`config.mk`:
```
export PLATFORM = sky130hd
export DESIGN_NAME = timed_led_change_table
export DESIGN_NICKNAME = d
export VERILOG_FILES = /design/src/hw/rtl/tlct_pkg.sv /design/src/hw/rtl/tlct_front.sv /design/src/hw/rtl/tlct_cmd_queue.sv /design/src/hw/rtl/tlct_back.sv /design/src/hw/rtl/timed_led_change_table.sv
export VERILOG_INCLUDE_DIRS = /design/src /design/src/hw/rtl
export SDC_FILE = /design/constraint.sdc
export NUM_CORES = 1
export LEC_CHECK = 0
export BUFFER_PORTS_ARGS = -buffer_cell sky130_fd_sc_hd__buf_2
export CORE_ASPECT_RATIO = 1.2
export CORE_MARGIN = 3
export CORE_UTILIZATION = 60
export CTS_CLUSTER_DIAMETER = 100
export CTS_CLUSTER_SIZE = 24
export DETAILED_ROUTE_END_ITERATION = 12
export PLACE_DENSITY_LB_ADDON = 0.1
export SYNTH_ARGS = -nofsm -noshare
export SYNTH_HDL_FRONTEND = slang
export SYNTH_HIERARCHICAL = 1
export SYNTH_SLANG_ARGS = --single-unit
```
`constraint.sdc`:
```
create_clock -name i_clk -period 7.1 [get_ports i_clk]
set_input_delay 0.355 -clock i_clk [delete_from_list [all_inputs] [get_ports i_clk]]
set_output_delay 0.355 -clock i_clk [all_outputs]
set_load 0.05 [all_outputs]
```
`src/hw/rtl/assert_macros.svh`:
```
// ----------------------------------------------------------------------------
// Assertion macros
// Shared concurrent assertion forms, clocked on the rising edge and
// disabled while the synchronous reset is asserted.
// ----------------------------------------------------------------------------
`ifndef ASSERT_MACROS_SVH
`define ASSERT_MACROS_SVH

// property must hold at every edge
`define ASSERT_ALWAYS(label, clk, rst_n, prop, msg) \
    label: assert property (@(posedge clk) disable iff (!rst_n) (prop)) \
        else $error(msg);

// consequent must hold in the cycle after the antecedent
`define ASSERT_NEXT(label, clk, rst_n, ante, cons, msg) \
    label: assert property (@(posedge clk) disable iff (!rst_n) (ante) |=> (cons)) \
        else $error(msg);

`endif

```
`src/hw/rtl/tlct_pkg.sv`:
```
// ----------------------------------------------------------------------------
// tlct_pkg
// Types and constants of the timed LED change table.
// ----------------------------------------------------------------------------
`timescale 1ns / 1ps
`default_nettype none

package tlct_pkg;

    localparam int SLOT_COUNT   = 16;
    localparam int TIME_BITS    = 32;
    localparam int PIN_BITS     = 4;
    localparam int SLOT_BITS    = (SLOT_COUNT > 1) ? $clog2(SLOT_COUNT) : 1;
    localparam int CMD_DEPTH    = 2;
    localparam int CMD_PTR_BITS = (CMD_DEPTH > 1) ? $clog2(CMD_DEPTH) : 1;
    localparam int CMD_CNT_BITS = $clog2(CMD_DEPTH + 1);

    localparam logic OP_SCHEDULE = 1'b0;
    localparam logic OP_TICK     = 1'b1;

    typedef enum logic [1:0] {
        KIND_ACCEPTED   = 2'd0,
        KIND_FULL       = 2'd1,
        KIND_PIN_CHANGE = 2'd2,
        KIND_IDLE       = 2'd3
    } t_kind;

    typedef struct packed {
        logic                 op;
        logic [TIME_BITS-1:0] due_time;
        logic [PIN_BITS-1:0]  led_pin;
        logic                 led_on;
        logic [TIME_BITS-1:0] now_time;
    } t_item;

    typedef struct packed {
        logic [1:0]          kind;
        logic [PIN_BITS-1:0] out_pin;
        logic                pin_level;
        logic                last;
    } t_result;

    typedef struct packed {
        logic                 is_tick;
        logic                 discard;
        logic [TIME_BITS-1:0] time_val;
        logic [PIN_BITS-1:0]  pin;
        logic                 on;
    } t_cmd;

endpackage

`default_nettype wire

```
`src/hw/rtl/tlct_front.sv`:
```
// ----------------------------------------------------------------------------
// tlct_front
// Accepts input items and classifies them into table commands.
// ----------------------------------------------------------------------------
`timescale 1ns / 1ps
`default_nettype none

module tlct_front (
    input  wire logic            push,
    input  wire tlct_pkg::t_item i_item,
    output logic                 full,
    input  wire logic            i_q_full,
    output logic                 o_q_push,
    output tlct_pkg::t_cmd       o_q_cmd
);
    import tlct_pkg::*;

    assign full     = i_q_full;
    assign o_q_push = push && !i_q_full;

    always_comb begin
        o_q_cmd.is_tick  = (i_item.op == OP_TICK);
        o_q_cmd.discard  = (i_item.due_time == '0);
        o_q_cmd.time_val = (i_item.op == OP_TICK) ? i_item.now_time : i_item.due_time;
        o_q_cmd.pin      = i_item.led_pin;
        o_q_cmd.on       = i_item.led_on;
    end

endmodule

`default_nettype wire

```
`src/hw/rtl/tlct_cmd_queue.sv`:
```
// ----------------------------------------------------------------------------
// tlct_cmd_queue
// Short command queue between the front and the slot engine.
// ----------------------------------------------------------------------------
`timescale 1ns / 1ps
`default_nettype none

module tlct_cmd_queue (
    input  wire logic           i_clk,
    input  wire logic           i_rst_n,
    input  wire logic           i_push,
    input  wire tlct_pkg::t_cmd i_cmd,
    output logic                o_full,
    input  wire logic           i_pop,
    output logic                o_valid,
    output tlct_pkg::t_cmd      o_cmd
);
    import tlct_pkg::*;

    t_cmd                    r_mem [CMD_DEPTH];
    logic [CMD_PTR_BITS-1:0] r_wr_ptr;
    logic [CMD_PTR_BITS-1:0] r_rd_ptr;
    logic [CMD_CNT_BITS-1:0] r_count;
    logic                    wr_en;
    logic                    rd_en;

    assign o_full  = (r_count == CMD_CNT_BITS'(CMD_DEPTH));
    assign o_valid = (r_count != '0);
    assign o_cmd   = r_mem[r_rd_ptr];
    assign wr_en   = i_push && !o_full;
    assign rd_en   = i_pop && o_valid;

    function automatic logic [CMD_PTR_BITS-1:0] ptr_inc(input logic [CMD_PTR_BITS-1:0] p);
        if (p == CMD_PTR_BITS'(CMD_DEPTH - 1)) begin
            return '0;
        end
        return p + CMD_PTR_BITS'(1);
    endfunction

    always_ff @(posedge i_clk) begin
        if (!i_rst_n) begin
            r_wr_ptr <= '0;
            r_rd_ptr <= '0;
            r_count  <= '0;
        end else begin
            if (wr_en) begin
                r_wr_ptr <= ptr_inc(r_wr_ptr);
            end
            if (rd_en) begin
                r_rd_ptr <= ptr_inc(r_rd_ptr);
            end
            case ({wr_en, rd_en})
                2'b10:   r_count <= r_count + CMD_CNT_BITS'(1);
                2'b01:   r_count <= r_count - CMD_CNT_BITS'(1);
                default: r_count <= r_count;
            endcase
        end
    end

    always_ff @(posedge i_clk) begin
        if (wr_en) begin
            r_mem[r_wr_ptr] <= i_cmd;
        end
    end

endmodule

`default_nettype wire

```
`src/hw/rtl/tlct_back.sv`:
```
// ----------------------------------------------------------------------------
// tlct_back
// Slot table engine: stores schedules, scans slots on a tick, and holds
// the result register.
// ----------------------------------------------------------------------------
`timescale 1ns / 1ps
`default_nettype none
`include "assert_macros.svh"

module tlct_back (
    input  wire logic           i_clk,
    input  wire logic           i_rst_n,
    input  wire logic           i_cmd_valid,
    input  wire tlct_pkg::t_cmd i_cmd,
    output logic                o_cmd_pop,
    output logic                empty,
    input  wire logic           pop,
    output tlct_pkg::t_result   o_result
);
    import tlct_pkg::*;

    typedef enum logic [2:0] {
        ST_IDLE  = 3'b001,
        ST_SCAN  = 3'b010,
        ST_FLUSH = 3'b100
    } t_state;

    t_state                r_state, n_state;
    logic [SLOT_COUNT-1:0] r_occ, n_occ;
    logic [TIME_BITS-1:0]  r_due [SLOT_COUNT];
    logic [PIN_BITS-1:0]   r_pin [SLOT_COUNT];
    logic                  r_on  [SLOT_COUNT];
    logic [SLOT_BITS-1:0]  r_idx, n_idx;
    logic [TIME_BITS-1:0]  r_now, n_now;
    logic                  r_hold_valid, n_hold_valid;
    logic [PIN_BITS-1:0]   r_hold_pin, n_hold_pin;
    logic                  r_hold_level, n_hold_level;
    logic                  r_out_valid, n_out_valid;
    t_result               r_out, n_out;

    logic                  out_free;
    logic                  out_load;
    t_result               out_data;
    logic                  free_found;
    logic [SLOT_BITS-1:0]  free_idx;
    logic                  fire;
    logic                  advance;
    logic                  wr_en;

    assign empty    = !r_out_valid;
    assign o_result = r_out;
    assign out_free = !r_out_valid || pop;
    assign fire     = r_occ[r_idx] && (r_now > r_due[r_idx]);

    always_comb begin
        free_found = 1'b0;
        free_idx   = '0;
        for (int i = SLOT_COUNT - 1; i >= 0; i--) begin
            if (!r_occ[i]) begin
                free_found = 1'b1;
                free_idx   = SLOT_BITS'(i);
            end
        end
    end

    always_comb begin
        n_state      = r_state;
        n_occ        = r_occ;
        n_idx        = r_idx;
        n_now        = r_now;
        n_hold_valid = r_hold_valid;
        n_hold_pin   = r_hold_pin;
        n_hold_level = r_hold_level;
        o_cmd_pop    = 1'b0;
        wr_en        = 1'b0;
        advance      = 1'b0;
        out_load     = 1'b0;
        out_data     = '0;

        case (r_state)
            ST_IDLE: begin
                if (i_cmd_valid) begin
                    if (i_cmd.is_tick) begin
                        o_cmd_pop    = 1'b1;
                        n_now        = i_cmd.time_val;
                        n_idx        = '0;
                        n_hold_valid = 1'b0;
                        n_state      = ST_SCAN;
                    end else if (out_free) begin
                        o_cmd_pop     = 1'b1;
                        out_load      = 1'b1;
                        out_data.last = 1'b1;
                        if (free_found) begin
                            out_data.kind = KIND_ACCEPTED;
                            if (!i_cmd.discard) begin
                                wr_en           = 1'b1;
                                n_occ[free_idx] = 1'b1;
                            end
                        end else begin
                            out_data.kind = KIND_FULL;
                        end
                    end
                end
            end
            ST_SCAN: begin
                if (fire) begin
                    if (!r_hold_valid || out_free) begin
                        if (r_hold_valid) begin
                            out_load           = 1'b1;
                            out_data.kind      = KIND_PIN_CHANGE;
                            out_data.out_pin   = r_hold_pin;
                            out_data.pin_level = r_hold_level;
                        end
                        n_hold_valid = 1'b1;
                        n_hold_pin   = r_pin[r_idx];
                        n_hold_level = !r_on[r_idx];
                        n_occ[r_idx] = 1'b0;
                        advance      = 1'b1;
                    end
                end else begin
                    advance = 1'b1;
                end
            end
            ST_FLUSH: begin
                if (out_free) begin
                    out_load      = 1'b1;
                    out_data.last = 1'b1;
                    if (r_hold_valid) begin
                        out_data.kind      = KIND_PIN_CHANGE;
                        out_data.out_pin   = r_hold_pin;
                        out_data.pin_level = r_hold_level;
                    end else begin
                        out_data.kind = KIND_IDLE;
                    end
                    n_hold_valid = 1'b0;
                    n_state      = ST_IDLE;
                end
            end
            default: begin
                n_state = ST_IDLE;
            end
        endcase

        if (advance) begin
            if (r_idx == SLOT_BITS'(SLOT_COUNT - 1)) begin
                n_state = ST_FLUSH;
            end else begin
                n_idx = r_idx + SLOT_BITS'(1);
            end
        end

        n_out_valid = r_out_valid && !pop;
        n_out       = r_out;
        if (out_load) begin
            n_out_valid = 1'b1;
            n_out       = out_data;
        end
    end

    always_ff @(posedge i_clk) begin
        if (!i_rst_n) begin
            r_state      <= ST_IDLE;
            r_occ        <= '0;
            r_idx        <= '0;
            r_hold_valid <= 1'b0;
            r_out_valid  <= 1'b0;
        end else begin
            r_state      <= n_state;
            r_occ        <= n_occ;
            r_idx        <= n_idx;
            r_hold_valid <= n_hold_valid;
            r_out_valid  <= n_out_valid;
        end
    end

    always_ff @(posedge i_clk) begin
        r_now        <= n_now;
        r_hold_pin   <= n_hold_pin;
        r_hold_level <= n_hold_level;
        r_out        <= n_out;
        if (wr_en) begin
            r_due[free_idx] <= i_cmd.time_val;
            r_pin[free_idx] <= i_cmd.pin;
            r_on[free_idx]  <= i_cmd.on;
        end
    end

    `ASSERT_NEXT(a_scan_forward, i_clk, i_rst_n, r_state == ST_SCAN,
        (r_state != ST_SCAN) || (r_idx >= $past(r_idx)), "scan index moved backward")
    `ASSERT_ALWAYS(a_hold_in_scan, i_clk, i_rst_n,
        !r_hold_valid || (r_state == ST_SCAN) || (r_state == ST_FLUSH),
        "held result outside a tick scan")
    `ASSERT_NEXT(a_occ_one_write, i_clk, i_rst_n, 1'b1,
        $countones(r_occ) <= $countones($past(r_occ)) + 1, "more than one slot filled")

endmodule

`default_nettype wire

```
`src/hw/rtl/timed_led_change_table.sv`:
```
// ----------------------------------------------------------------------------
// timed_led_change_table
// Slot table of scheduled LED changes, driven by schedule and tick items.
// ----------------------------------------------------------------------------
// Input channel: push/full queue of items. A schedule item stores its due
// time, pin and state in the lowest free slot unless its due time is zero;
// a tick item carries the current time and fires every occupied slot whose
// due time is below it. Result channel: empty/pop queue. A schedule gives
// one result (accepted or table full); a tick gives one pin change per fired
// slot, in slot order, or one idle result; last marks the final result of
// each item. A two-entry command queue sits in front of the slot engine, so
// items are accepted while a result waits in the output register.
// A schedule result is loaded into the output register as the engine takes
// the item from the command queue. A tick is taken in the idle state, the
// scan state then compares the slots in slot order, and the flush state
// emits the last result; scan and flush may stall on a full output register.
// Reset clears all slots to free and drops queued items and results.
// When pop is held low the engine stalls on the output register and the
// command queue fills, then full rises.
// ----------------------------------------------------------------------------
`timescale 1ns / 1ps
`default_nettype none

module timed_led_change_table (
    input  wire logic            i_clk,
    input  wire logic            i_rst_n,
    input  wire logic            push,
    input  wire tlct_pkg::t_item i_item,
    output logic                 full,
    output logic                 empty,
    input  wire logic            pop,
    output tlct_pkg::t_result    o_result
);
    import tlct_pkg::*;

    logic q_full;
    logic q_push;
    t_cmd q_cmd_in;
    logic q_valid;
    t_cmd q_cmd_out;
    logic q_pop;

    tlct_front u_front (
        .push     (push),
        .i_item   (i_item),
        .full     (full),
        .i_q_full (q_full),
        .o_q_push (q_push),
        .o_q_cmd  (q_cmd_in)
    );

    tlct_cmd_queue u_queue (
        .i_clk   (i_clk),
        .i_rst_n (i_rst_n),
        .i_push  (q_push),
        .i_cmd   (q_cmd_in),
        .o_full  (q_full),
        .i_pop   (q_pop),
        .o_valid (q_valid),
        .o_cmd   (q_cmd_out)
    );

    tlct_back u_back (
        .i_clk       (i_clk),
        .i_rst_n     (i_rst_n),
        .i_cmd_valid (q_valid),
        .i_cmd       (q_cmd_out),
        .o_cmd_pop   (q_pop),
        .empty       (empty),
        .pop         (pop),
        .o_result    (o_result)
    );

endmodule

`default_nettype wire
```
==> results.cfg <==
[run_status]
status = finished, final reports clean

[synth]
ys_types = 59
yosysSeqAreaShare_pct = 74.3
netlist_top_cells_count = 715 x edfxtp_1, 190 x mux4_2, 46 x inv_1, 41 x mux2_2, 37 x ha_1
synth_most_common_cell = edfxtp_1
synth-edff-count = 715
synth_area_leaders = edfxtp_1 72%, mux4_2 14%, dfxtp_1 2.0%
synth-xor-area-share_pct = 0.118
synth_compound_area_share_pct = 2.09
synth.avg_cell_area_sq_um = 21.2
ys_seq_elements = 745
yosysTopAreaCellShare_pct = 72.3
yosys_warnings = 6
synthMuxAreaShare_pct = 17.5
synth_top_cell_by_area = edfxtp_1
synth_fp_nets = 1512
syn-cell-area_sq_um = 29700
synth_fa_ha_area_share_pct = 1.56
synth_simple_gate_area_share_pct = 2.57
synth_top_family_by_area = multiplexers
synth_top_flop_cell = edfxtp_1
async_flop_share_pct = 0
syn_inst = 1401

[floorplan]
dieWidth_um = 209
floorplan.rows = 88
coreArea_sq_um = 48600
dieHeight_um = 250
dieArea_sq_um = 52200
io_pins = 84
start_util_pct = 61.2

[timing]
setup-tns-final_ns = 0
slew_violations = 0
hold_viol = 0
rsz0062_at_grt = false
finClkSkew_ns = 0.0220
fin_crit_sh_pct = 77.2
period_needed_ns = 5.48
setup-violations-final = 0
fmax_mhz = 182
slew-limit-headroom_pct = 14.9
worst_pin_slew_ns = 1.27
whs_ns = 0.0705

[pwr]
leakage_nw = 10.1
finalPower_mw = 9.21
p_per_area_nw_per_um2 = 287
ir_drop_uv = 218

[clocking]
htreeDepth = 2
cts_buffers = 37
cts_tree = built
ctsResizeCount = 0
post_cts.repair.setup_buffers = 0
clock_sinks = 745
hold_buffers = 5
cts_buffer_depth = 3
root_buffer = clkbuf_16
clk_latency_ns = 0.59
clk_pin_slew_ns = 0.10

[worst_setup_path]
crit_arrival_ns = 5.69
worst_path_most_repeated_cell = mux4_2
end_kind = flip-flop
path_buf_inv = 2
cp-start-kind = flip-flop
max_stage_delay_ns = 0.89
cp_top_family = compound AO/OA/AOI/OAI gates
path_class = flip-flop to flip-flop
critical-path-slowest-cell = o21ai_0
crit_chain = buf_12 -> mux4_2 -> mux4_2 -> inv_1 -> ha_1 -> nand4_1 -> nor4_1 -> o31a_1 -> o211ai_2 -> o21ai_0
path_max_fanout = 59
cp.required_ns = 7.31

[finish]
nNetsFinal = 1608
layout-drive-gt1-share_pct = 29.6
multiInputGateArea_sq_um = 7200
flow.area_growth_from_synthesis_pct = 8.16
antenna_cells = 0
ff_latch_area_sq_um = 22100
final_core_util_pct = 66.2
fillCellCount = 3122
final_area_sq_um = 32100

[route]
ant_nets = 0
dr.first_iter.drc_count = 1364
routedWlPerCell_um = 29.9
num_vias = 14200
vias_per_cell = 6.60
route.detailed.drc = 0
routed_wl_mm = 64.2
first_pass_iters = 6

[global_route]
grt_pass1_vias = 14800
grt_first_pass_wirelength_mm = 95.4
grt_max_degree = 64
track_usage_pct = 25.0
gr-total-overflow = 0
antenna_found_initial = 1

[min_path]
hp-class = input pin to flip-flop

[placed_design]
placed_cell_area_sq_um = 31000
dp_hpwl_mm = 35.6
gp_congestion = 0.908
numPortBuffers = 83

[job]
cap_violations = 0
## cells by family after synthesis
logic type	Yosys count
AND/OR/NAND/NOR	146
flip-flops	745
buffers and inverters	113
XOR/XNOR	4
multiplexers	263
AO/OA/AOI/OAI	93
adder cells (fa/ha/maj)	37
## final cells by class
class | count | share of cell area, %
inverter | 48 | 0.561
clock inverter | 2 | 0.121
sequential | 745 | 68.7
tap | 630 | 2.45
clock buffer | 59 | 3.27
timing repair buffer | 122 | 2.44
multi-input combinational | 543 | 22.4
## cells in the final DEF, fill, tap and decap left out, types with 10 or more instances in the layout
| cell type | n |
|---|---|
| mux2_4 | 30 |
| buf_2 | 83 |
| dfxtp_1 | 26 |
| nand2_1 | 33 |
| clkbuf_1 | 20 |
| edfxtp_1 | 715 |
| nand4_1 | 16 |
| buf_4 | 29 |
| mux2_2 | 41 |
| ha_1 | 37 |
| clkbuf_16 | 39 |
| nor4_1 | 11 |
| a21oi_1 | 16 |
| inv_1 | 43 |
| nand3_1 | 15 |
| o21ai_0 | 18 |
| mux4_2 | 190 |
| nor2_1 | 15 |
| o211ai_1 | 12 |
| and3_1 | 10 |
## report_power, final
| group | internal (mW) | total (mW) | switching (mW) | leakage, nW |
|---|---|---|---|---|
| Clock | 1.04 | 2.34 | 1.31 | 0.520 |
| Sequential | 5.50 | 5.56 | 0.0667 | 6.71 |
| Combinational | 0.398 | 1.31 | 0.907 | 2.91 |
## metal layers
| metal | GRT usage, % | up-vias | part of all wire (%) |
|---|---|---|---|
| met3 | 4.17 | 99 | 6.6 |
| met5 | 0 | - | 0.014 |
| met2 | 41.4 | 497 | 51 |
| li1 | - | 5969 | - |
| met1 | 35.4 | 7624 | 40 |
| met4 | 6.99 | 2 | 2.5 |
## registers in the layout (all words and copies together) (netlist names), named ones only
signal	flops
u_back/r_hold_valid	1
u_back/r_occ	16
u_queue/r_rd_ptr	1
u_back/r_pin	64
u_back/r_now	32
u_back/r_hold_level	1
u_back/r_hold_pin	4
u_queue/r_wr_ptr	1
u_back/r_out_valid	1
u_back/r_due	512
u_back/o_result	8
u_back/r_on	16
u_back/r_idx	4
u_queue/r_mem	78
u_back/r_state	3
u_queue/r_count	2
## per-stage QoR
step	setup slack, ns	cells
after floorplan	2.54	1401
after global placement	1.74	2083
after detailed placement	1.63	2083
after CTS	1.61	2149
after global routing	1.23	2149
final	1.62	2149
## worst paths after layout
path / start / endpoint / slack (ns) / cells past startpoint
worst max-delay path: u_back/r_idx[0]$_SDFF_PN0_ / u_back/o_result[1]$_DFFE_PP_ / 1.62 / 10
worst min-delay path: i_item[27] / u_queue/r_mem[1][32]$_DFFE_PP_ / 0.07 / 2
worst min register to register: u_queue/r_wr_ptr$_SDFFE_PN0P_ / u_queue/r_wr_ptr$_SDFFE_PN0P_ / 0.50 / 2
worst max register to register: u_back/r_idx[0]$_SDFF_PN0_ / u_back/o_result[1]$_DFFE_PP_ / 1.62 / 10
Power figures use the tool's default switching activity.
